[src/design/pvv_pkg.sv]
// ----------------------------------------------------------------------------
// pvv_pkg: shared types and codes for the particle integrator
// Operation codes, register indexes, word type and the request that the
// sequencer hands to the multiply-accumulate unit.
// ----------------------------------------------------------------------------
package pvv_pkg;

  typedef logic signed [31:0] word_t;

  typedef enum logic [2:0] {
    OP_RST_FORCE   = 3'd0,
    OP_LOAD_FORCE  = 3'd1,
    OP_FIRST_HALF  = 3'd2,
    OP_SECOND_HALF = 3'd3,
    OP_IMPULSE     = 3'd4
  } op_t;

  typedef enum logic [2:0] {
    REG_MASS      = 3'd0,
    REG_INV_MASS  = 3'd1,
    REG_GRAV_X    = 3'd2,
    REG_GRAV_Y    = 3'd3,
    REG_GRAV_Z    = 3'd4,
    REG_TIME_STEP = 3'd5
  } reg_idx_t;

  localparam logic [15:0] TIME_STEP_RESET = 16'd655;

  // result = sat(addend + sat(floor(a * b / 2^(16 or 17))))
  typedef struct packed {
    word_t       a;
    logic [31:0] b;
    logic        half;
    word_t       addend;
  } mac_req_t;

endpackage

[src/design/pvv_mac_unit.sv]
// ----------------------------------------------------------------------------
// pvv_mac_unit: shared multiply, shift and saturating add
// Registers the 64-bit product of a signed and an unsigned word, then
// floors it by 16 or 17 bits, saturates and adds the addend with saturation.
// ----------------------------------------------------------------------------
module pvv_mac_unit (
  input  logic              clk,
  input  pvv_pkg::mac_req_t req,
  output pvv_pkg::word_t    res
);
  import pvv_pkg::*;

  logic signed [65:0] prod_full;
  logic signed [63:0] prod_r;
  logic               half_r;
  word_t              addend_r;
  logic signed [63:0] shifted;
  word_t              q_sat;
  logic signed [32:0] sum;

  assign prod_full = $signed({req.a[31], req.a}) * $signed({1'b0, req.b});

  always_ff @(posedge clk) begin
    prod_r   <= prod_full[63:0];
    half_r   <= req.half;
    addend_r <= req.addend;
  end

  always_comb begin
    shifted = half_r ? (prod_r >>> 17) : (prod_r >>> 16);
    if (!shifted[63] && (|shifted[62:31])) begin
      q_sat = 32'sh7fffffff;
    end else if (shifted[63] && !(&shifted[62:31])) begin
      q_sat = 32'sh80000000;
    end else begin
      q_sat = shifted[31:0];
    end
    sum = {q_sat[31], q_sat} + {addend_r[31], addend_r};
    if (sum[32] != sum[31]) begin
      res = sum[32] ? 32'sh80000000 : 32'sh7fffffff;
    end else begin
      res = sum[31:0];
    end
  end

endmodule

[src/design/particle_velocity_verlet_step.sv]
// ----------------------------------------------------------------------------
// particle_velocity_verlet_step: velocity Verlet integrator for one particle
// Holds position, velocity, acceleration, force and half-step velocity and
// runs one operation per request through a shared multiply-accumulate unit.
// ----------------------------------------------------------------------------
// Usage:
//   Input channel (in_valid/in_ready) carries one request: an operation code
//   and a vector. The output channel (out_valid/out_ready) returns position,
//   velocity (half-step velocity after a first half step) and acceleration.
//   The configuration port writes mass, inverse mass, gravity and time step;
//   the user must write only while no request is in flight (not enforced).
//   Each request walks the three axes in turn; every multiply passes through
//   the shared multiply-accumulate unit as S_MUL (product registered), then
//   S_WB (shift, add and write back). Multiplies per request: reset force 3,
//   load force 0, first half 9, second half 6, impulse 3. The result is
//   registered from S_DONE, and the next request is taken once the sequencer
//   has returned to idle.
//   in_ready is high only while the sequencer is idle.
//   The result sits in an output register; a stalled receiver holds it and
//   the next request runs, but its result waits until the first is taken.
//   Synchronous reset clears state, particle and configuration registers
//   but not the output data or request vector; time step resets to 655.
// ----------------------------------------------------------------------------
module particle_velocity_verlet_step (
  input  logic           clk,
  input  logic           rst_n,
  input  logic           in_valid,
  output logic           in_ready,
  input  logic [2:0]     in_op,
  input  pvv_pkg::word_t in_vec_x,
  input  pvv_pkg::word_t in_vec_y,
  input  pvv_pkg::word_t in_vec_z,
  output logic           out_valid,
  input  logic           out_ready,
  output pvv_pkg::word_t out_pos_x,
  output pvv_pkg::word_t out_pos_y,
  output pvv_pkg::word_t out_pos_z,
  output pvv_pkg::word_t out_vel_x,
  output pvv_pkg::word_t out_vel_y,
  output pvv_pkg::word_t out_vel_z,
  output pvv_pkg::word_t out_acc_x,
  output pvv_pkg::word_t out_acc_y,
  output pvv_pkg::word_t out_acc_z,
  input  logic           cfg_we,
  input  logic [2:0]     cfg_index,
  input  logic [31:0]    cfg_wdata
);
  import pvv_pkg::*;

  typedef enum logic [1:0] {S_IDLE, S_MUL, S_WB, S_DONE} state_t;

  state_t      state_r, state_nxt;
  logic [31:0] mass_r;
  logic [31:0] inv_mass_r;
  word_t       grav_r [3];
  logic [15:0] dt_r;

  word_t       pos_r [3];
  word_t       vel_r [3];
  word_t       acc_r [3];
  word_t       frc_r [3];
  word_t       hv_r [3];
  logic        half_vld_r;

  logic [2:0]  op_r;
  word_t       vec_r [3];
  logic [1:0]  comp_r;
  logic [1:0]  step_r;
  logic [1:0]  last_step;

  logic        out_valid_r;
  word_t       out_pos_r [3];
  word_t       out_vel_r [3];
  word_t       out_acc_r [3];

  mac_req_t    mac_req;
  word_t       mac_res;

  pvv_mac_unit u_mac (
    .clk (clk),
    .req (mac_req),
    .res (mac_res)
  );

  assign in_ready  = (state_r == S_IDLE);
  assign out_valid = out_valid_r;
  assign out_pos_x = out_pos_r[0];
  assign out_pos_y = out_pos_r[1];
  assign out_pos_z = out_pos_r[2];
  assign out_vel_x = out_vel_r[0];
  assign out_vel_y = out_vel_r[1];
  assign out_vel_z = out_vel_r[2];
  assign out_acc_x = out_acc_r[0];
  assign out_acc_y = out_acc_r[1];
  assign out_acc_z = out_acc_r[2];

  always_ff @(posedge clk) begin
    if (!rst_n) begin
      mass_r     <= '0;
      inv_mass_r <= '0;
      grav_r     <= '{default: '0};
      dt_r       <= TIME_STEP_RESET;
    end else if (cfg_we) begin
      unique case (cfg_index)
        REG_MASS:      mass_r     <= cfg_wdata;
        REG_INV_MASS:  inv_mass_r <= cfg_wdata;
        REG_GRAV_X:    grav_r[0]  <= cfg_wdata;
        REG_GRAV_Y:    grav_r[1]  <= cfg_wdata;
        REG_GRAV_Z:    grav_r[2]  <= cfg_wdata;
        REG_TIME_STEP: dt_r       <= cfg_wdata[15:0];
        default: ;
      endcase
    end
  end

  always_comb begin
    unique case (op_r)
      OP_FIRST_HALF:  last_step = 2'd2;
      OP_SECOND_HALF: last_step = 2'd1;
      default:        last_step = 2'd0;
    endcase
  end

  // operand select for the current axis and step
  always_comb begin
    mac_req.a      = frc_r[comp_r];
    mac_req.b      = inv_mass_r;
    mac_req.half   = 1'b0;
    mac_req.addend = '0;
    unique case (op_r)
      OP_RST_FORCE: begin
        mac_req.a = grav_r[comp_r];
        mac_req.b = mass_r;
      end
      OP_FIRST_HALF: begin
        if (step_r == 2'd1) begin
          mac_req.a      = acc_r[comp_r];
          mac_req.b      = {16'd0, dt_r};
          mac_req.half   = 1'b1;
          mac_req.addend = vel_r[comp_r];
        end else if (step_r == 2'd2) begin
          mac_req.a      = hv_r[comp_r];
          mac_req.b      = {16'd0, dt_r};
          mac_req.addend = pos_r[comp_r];
        end
      end
      OP_SECOND_HALF: begin
        if (step_r == 2'd1) begin
          mac_req.a      = acc_r[comp_r];
          mac_req.b      = {16'd0, dt_r};
          mac_req.half   = 1'b1;
          mac_req.addend = half_vld_r ? hv_r[comp_r] : vel_r[comp_r];
        end
      end
      OP_IMPULSE: begin
        mac_req.a      = vec_r[comp_r];
        mac_req.addend = vel_r[comp_r];
      end
      default: ;
    endcase
  end

  always_comb begin
    state_nxt = state_r;
    unique case (state_r)
      S_IDLE: begin
        if (in_valid) begin
          if (in_op == OP_RST_FORCE || in_op == OP_FIRST_HALF ||
              in_op == OP_SECOND_HALF || in_op == OP_IMPULSE) begin
            state_nxt = S_MUL;
          end else begin
            state_nxt = S_DONE;
          end
        end
      end
      S_MUL: state_nxt = S_WB;
      S_WB: begin
        if (step_r == last_step && comp_r == 2'd2) begin
          state_nxt = S_DONE;
        end else begin
          state_nxt = S_MUL;
        end
      end
      S_DONE: begin
        if (!out_valid_r || out_ready) begin
          state_nxt = S_IDLE;
        end
      end
      default: state_nxt = S_IDLE;
    endcase
  end

  always_ff @(posedge clk) begin
    if (!rst_n) begin
      state_r     <= S_IDLE;
      pos_r       <= '{default: '0};
      vel_r       <= '{default: '0};
      acc_r       <= '{default: '0};
      frc_r       <= '{default: '0};
      hv_r        <= '{default: '0};
      half_vld_r  <= 1'b0;
      op_r        <= '0;
      comp_r      <= '0;
      step_r      <= '0;
      out_valid_r <= 1'b0;
    end else begin
      state_r <= state_nxt;
      if (out_valid_r && out_ready) begin
        out_valid_r <= 1'b0;
      end
      unique case (state_r)
        S_IDLE: begin
          if (in_valid) begin
            op_r     <= in_op;
            vec_r[0] <= in_vec_x;
            vec_r[1] <= in_vec_y;
            vec_r[2] <= in_vec_z;
            comp_r   <= '0;
            step_r   <= '0;
            if (in_op == OP_LOAD_FORCE) begin
              frc_r[0] <= in_vec_x;
              frc_r[1] <= in_vec_y;
              frc_r[2] <= in_vec_z;
            end
          end
        end
        S_MUL: ;
        S_WB: begin
          unique case (op_r)
            OP_RST_FORCE: frc_r[comp_r] <= mac_res;
            OP_FIRST_HALF: begin
              if (step_r == 2'd0) begin
                acc_r[comp_r] <= mac_res;
              end else if (step_r == 2'd1) begin
                hv_r[comp_r] <= mac_res;
              end else begin
                pos_r[comp_r] <= mac_res;
              end
            end
            OP_SECOND_HALF: begin
              if (step_r == 2'd0) begin
                acc_r[comp_r] <= mac_res;
              end else begin
                vel_r[comp_r] <= mac_res;
              end
            end
            OP_IMPULSE: vel_r[comp_r] <= mac_res;
            default: ;
          endcase
          if (step_r == last_step) begin
            step_r <= '0;
            comp_r <= (comp_r == 2'd2) ? 2'd0 : comp_r + 2'd1;
            if (comp_r == 2'd2) begin
              if (op_r == OP_FIRST_HALF) begin
                half_vld_r <= 1'b1;
              end else if (op_r == OP_SECOND_HALF) begin
                half_vld_r <= 1'b0;
              end
            end
          end else begin
            step_r <= step_r + 2'd1;
          end
        end
        S_DONE: begin
          if (!out_valid_r || out_ready) begin
            out_valid_r <= 1'b1;
            out_pos_r   <= pos_r;
            out_acc_r   <= acc_r;
            if (op_r == OP_FIRST_HALF) begin
              out_vel_r <= hv_r;
            end else begin
              out_vel_r <= vel_r;
            end
          end
        end
        default: ;
      endcase
    end
  end

`ifndef SYNTHESIS
  a_busy_after_accept: assert property (@(posedge clk) disable iff (!rst_n)
    in_valid && in_ready |=> !in_ready)
    else $error("request taken while busy");

  a_result_from_done: assert property (@(posedge clk) disable iff (!rst_n)
    $rose(out_valid) |-> $past(state_r == S_DONE))
    else $error("result raised outside completion");

  a_axis_range: assert property (@(posedge clk) disable iff (!rst_n)
    state_r == S_MUL || state_r == S_WB |-> comp_r != 2'd3)
    else $error("axis counter out of range");

  a_half_set: assert property (@(posedge clk) disable iff (!rst_n)
    state_r == S_DONE && op_r == OP_FIRST_HALF |-> half_vld_r)
    else $error("half-step flag not set after first half");
`endif

endmodule

[config.mk]
export PLATFORM = sky130hd
export DESIGN_NAME = particle_velocity_verlet_step
export DESIGN_NICKNAME = d
export VERILOG_FILES = /design/src/design/pvv_pkg.sv /design/src/design/pvv_mac_unit.sv /design/src/design/particle_velocity_verlet_step.sv
export SDC_FILE = /design/constraint.sdc
export NUM_CORES = 2
export LEC_CHECK = 0
export ABC_AREA = 1
export CORE_MARGIN = 1.5
export CORE_UTILIZATION = 50
export DETAILED_ROUTE_END_ITERATION = 7
export DONT_BUFFER_PORTS = 1
export GPL_ROUTABILITY_DRIVEN = 0
export GPL_TIMING_DRIVEN = 0
export SKIP_LAST_GASP = 1
export SYNTH_ARGS = -nofsm -noshare
export SYNTH_HDL_FRONTEND = slang
export SYNTH_HIERARCHICAL = 1
export SYNTH_SLANG_ARGS = --single-unit
[constraint.sdc]
create_clock -name clk -period 30.2 [get_ports clk]
set_input_delay 1.51 -clock clk [delete_from_list [all_inputs] [get_ports clk]]
set_output_delay 1.51 -clock clk [all_outputs]
set_load 0.1 [all_outputs]
==> results by group <==
Power
  • Worst VDD drop: 0.0638 mV
  • Clock power frac: between 30% and 40%
  • NetSw: 1.88 mW
  • Pint: between 2 and 3 mW
  • P_leak: ~46 nW
  • Sw Share: between 40% and 50%
  • Logic gate share of total power: 33.0%
  • Power share of the sequential group: 36.1%
  • PD cells: 50.9 mW/mm²

Timing
  • TNS Setup: 0 ps
  • Final period utilization: 37.3%
  • Slew margin rel.: -8.99%
  • Final setup viols: 0
  • Post-layout min period: 11,270 ps
  • Final Slew Violations: 50
  • Worst-Margin Slew: 1630 ps
  • Worst hold slack: 430 ps
  • Maximum clock rate: 0.0888 GHz
  • Final Skew: 42.9 ps
  • Unrepaired setup endpoints after global routing: false
  • Final hold vios: 0

CTS
  • CTS root buf: clkbuf_16
  • Worst-Skew Late Latency: 760 ps
  • CTS HTree Levels: 3
  • Setup bufs post-CTS: 0
  • CTS tree: yes
  • CTS Hold Bufs: 0
  • Clock Sinks: 1,134
  • Total CTS buffers: 107
  • CTS max path bufs: 3
  • Reg clk slew, reported paths: roughly 70 ps
  • Post-CTS sizing: 0

Floorplan
  • Starting Density: 50.3%
  • Core area: 0.169 mm²
  • Die X: 415 µm
  • Die Area: 0.173 mm²
  • Row cnt: 151
  • Io pins: between 400 and 500
  • Die Ht: just over 400 µm

Global routing
  • GRT Resource Usage Total: between 30% and 40%
  • First-pass GRT wire length: 492,000 µm
  • GR Overflow Total: 0
  • Vias in the first global route: 72,400
  • Initial antenna violation count: 56
  • Largest net degree at the start of global routing: 37

Critical path
  • Slowest cell on crit path: clkbuf_1
  • CP Capture Type: register
  • Delay of the slowest cell on the worst path: 980 ps
  • Arr. time, crit path: 11,860 ps
  • Worst Setup Start Kind: register
  • Critical Path RT: 30,790 ps
  • CP max FO: 10
  • CP Class: reg -> reg

Layout
  • Final net count: 12,400
  • Final instance area: 0.0924 mm²
  • Number of fill cells: around 16,000
  • Commonest cells after routing, fill and taps aside: 2,833 x nand2_1, 2,136 x inv_1, 897 x fa_1
  • Finished Layout Cells: 13,400
  • Commonest non-fill, non-tap cell in the layout: nand2_1
  • Layout area overhead: 8.58%
  • Share of cells above drive strength 1: 5.02%

Job
  • Max-Cap Viols: 9

Synth
  • Mean Syn Cell Area: between 7 and 8 µm²
  • XOR/XNOR Fraction of Synth Area: 0.463%
  • #FFs+latches synth: 1,134
  • Post-synth top flop: dfxtp_1
  • Synth async-reset ratio: 0%
  • Largest family of logic cells by synthesized area: adder cells
  • Syn. warnings: 6
  • Syn Nets: 12,200
  • Post-synthesis adder-cell area fraction: between 20 and 30%
  • Seq/Total Area, Yosys: 31.2%
  • Post-Syn Area: 0.0851 mm²
  • Simple-gate portion of the synthesized area: 18.9%
  • Compound-Gate Fraction of Synth Area: 10.9%
  • Post-synth EDFFs: 384
  • Yosys cell types: 56
  • Cells after Synth: 10,800
  • Proportion of synthesized area in mux cells: less than 1%

Min path
  • Hold Path Class: reg -> reg

Outcome
  • Failing checks: design-rule violations, max-capacitance violations, max-slew violations
  • Status: finished, violations left

Drt
  • WL final: between 300,000 and 400,000 µm
  • Vias after detailed routing: 76,600
  • First-pass DRT Iterations: 8
  • Via/cell ratio: about 5.7
  • Post-route ant nets: 0
  • Wirelength per Cell: 25.8 µm
  • Drt drc: 1
  • Initial drt markers: 11,500

Placement
  • Final HPWL DP: 279,000 µm
  • Dpl cell area: 0.0884 mm²
  • Placed insts: 13,100
  • PortBufs: 0
## synth_stat cells, types with 4 or more instances
| cell | number | share of area (%) |
|---|---|---|
| nand2_1 | 2833 | 13 |
| inv_1 | 2136 | 9.4 |
| fa_1 | 897 | 21 |
| nor2_1 | 835 | 3.7 |
| dfxtp_1 | 750 | 18 |
| o21ai_0 | 654 | 3.8 |
| a21oi_1 | 529 | 3.1 |
| clkbuf_1 | 391 | 1.7 |
| edfxtp_1 | 384 | 14 |
| ha_1 | 323 | 4.8 |
| nand3_1 | 251 | 1.5 |
| o21ai_1 | 158 | 0.93 |
| buf_2 | 119 | 0.70 |
| o211ai_1 | 118 | 1.0 |
| a211oi_2 | 76 | 1.1 |
| clkinv_1 | 31 | 0.14 |
| xor2_1 | 30 | 0.31 |
| o22ai_1 | 27 | 0.20 |
| buf_6 | 25 | 0.33 |
| nand2_2 | 23 | 0.17 |
| nor3_1 | 23 | 0.14 |
| buf_4 | 22 | 0.19 |
| o21bai_1 | 22 | 0.19 |
| a211oi_1 | 20 | 0.18 |
| or2_2 | 16 | 0.12 |
| nand4_1 | 15 | 0.11 |
| xnor2_1 | 15 | 0.15 |
| buf_1 | 14 | 0.062 |
| inv_2 | 14 | 0.062 |
| nand3b_1 | 9 | 0.079 |
| nor4_1 | 9 | 0.066 |
| nand3_2 | 7 | 0.082 |
| o21a_1 | 7 | 0.062 |
| o221ai_1 | 7 | 0.072 |
| a21o_1 | 5 | 0.044 |
| mux2_2 | 5 | 0.066 |
| nor2_4 | 5 | 0.066 |
| nor2_8 | 4 | 0.094 |
## layer usage
metal / part of all wire (%) / global-route usage (%)
met5: 0.018 / 0
met3: 14 / 12.3
met4: 7.1 / 23.7
met1: 38 / 53.0
met2: 40 / 55.1
## stage by stage
step | utilization [%] | worst slack (ps) | total power [mW]
4_1_cts | 54.5 | 19440 | 4.60
3_5_place_dp | 52.3 | 19420 | 3.18
2_1_floorplan | - | 7250 | 2.55
5_1_grt | 54.6 | 18930 | 4.82
3_3_place_gp | 51.9 | -83.3 | 3.17
6_report | 54.6 | 18930 | 4.70
## power groups by stage
stage	combinational [mW]	clock, mW	sequential (mW)
3_5_place_dp	1.45	0	1.73
5_1_grt	1.61	1.51	1.70
6_report	1.55	1.45	1.70
4_1_cts	1.46	1.45	1.70
3_3_place_gp	1.43	0	1.74
2_1_floorplan	0.820	0	1.73
## area by class of cell
type | count | area [µm²] | area share [%]
antenna | 77 | 193 | 0.209
buffer | 571 | 2560 | 2.77
clock buffer | 138 | 2940 | 3.18
clock inverter | 62 | 792 | 0.858
inverter | 2182 | 8190 | 8.87
multi-input combinational | 6955 | 47800 | 51.7
sequential | 1134 | 26500 | 28.7
tap | 2218 | 2780 | 3.01
timing repair buffer | 49 | 582 | 0.630
## flip-flops by register name, indices dropped and copies added (netlist names), 3 cells and up, named ones only
register,count
dt_r,16
vec_r,96
mass_r,32
acc_r,96
vel_r,96
op_r,3
inv_mass_r,32
out_acc_z,32
out_acc_y,32
out_pos_z,32
out_vel_y,32
pos_r,96
out_pos_x,32
out_acc_x,32
hv_r,96
out_vel_x,32
out_pos_y,32
u_mac/addend_r,32
u_mac/prod_r,48
out_vel_z,32
grav_r,96
frc_r,96
## worst max-delay path: cells and delay by family (launching register included)
| kind | cells | cell delay, ps |
|---|---|---|
| AND/OR/NAND/NOR | 13 | 2960 |
| buffers and inverters | 11 | 2620 |
| adder cells (fa/ha/maj) | 10 | 4850 |
| flip-flops | 1 | 390 |
| AO/OA/AOI/OAI | 1 | 280 |
## cells by family after synthesis
group	Yosys count
buffers and inverters	2753
XOR/XNOR	45
adder cells (fa/ha/maj)	1220
AND/OR/NAND/NOR	4052
AO/OA/AOI/OAI	1632
multiplexers	6
flip-flops	1134
## path summary, 6_finish.rpt
path,startpoint,to,slack [ps],depth (start not counted)
setup / recovery,step_r[1],u_mac/prod_r[51],18930,35
hold / removal,pos_r[45],out_pos_y[13],430,0
setup reg to reg,step_r[1],u_mac/prod_r[51],18930,35
hold reg to reg,pos_r[45],out_pos_y[13],430,0
Power figures use the tool's default switching activity.
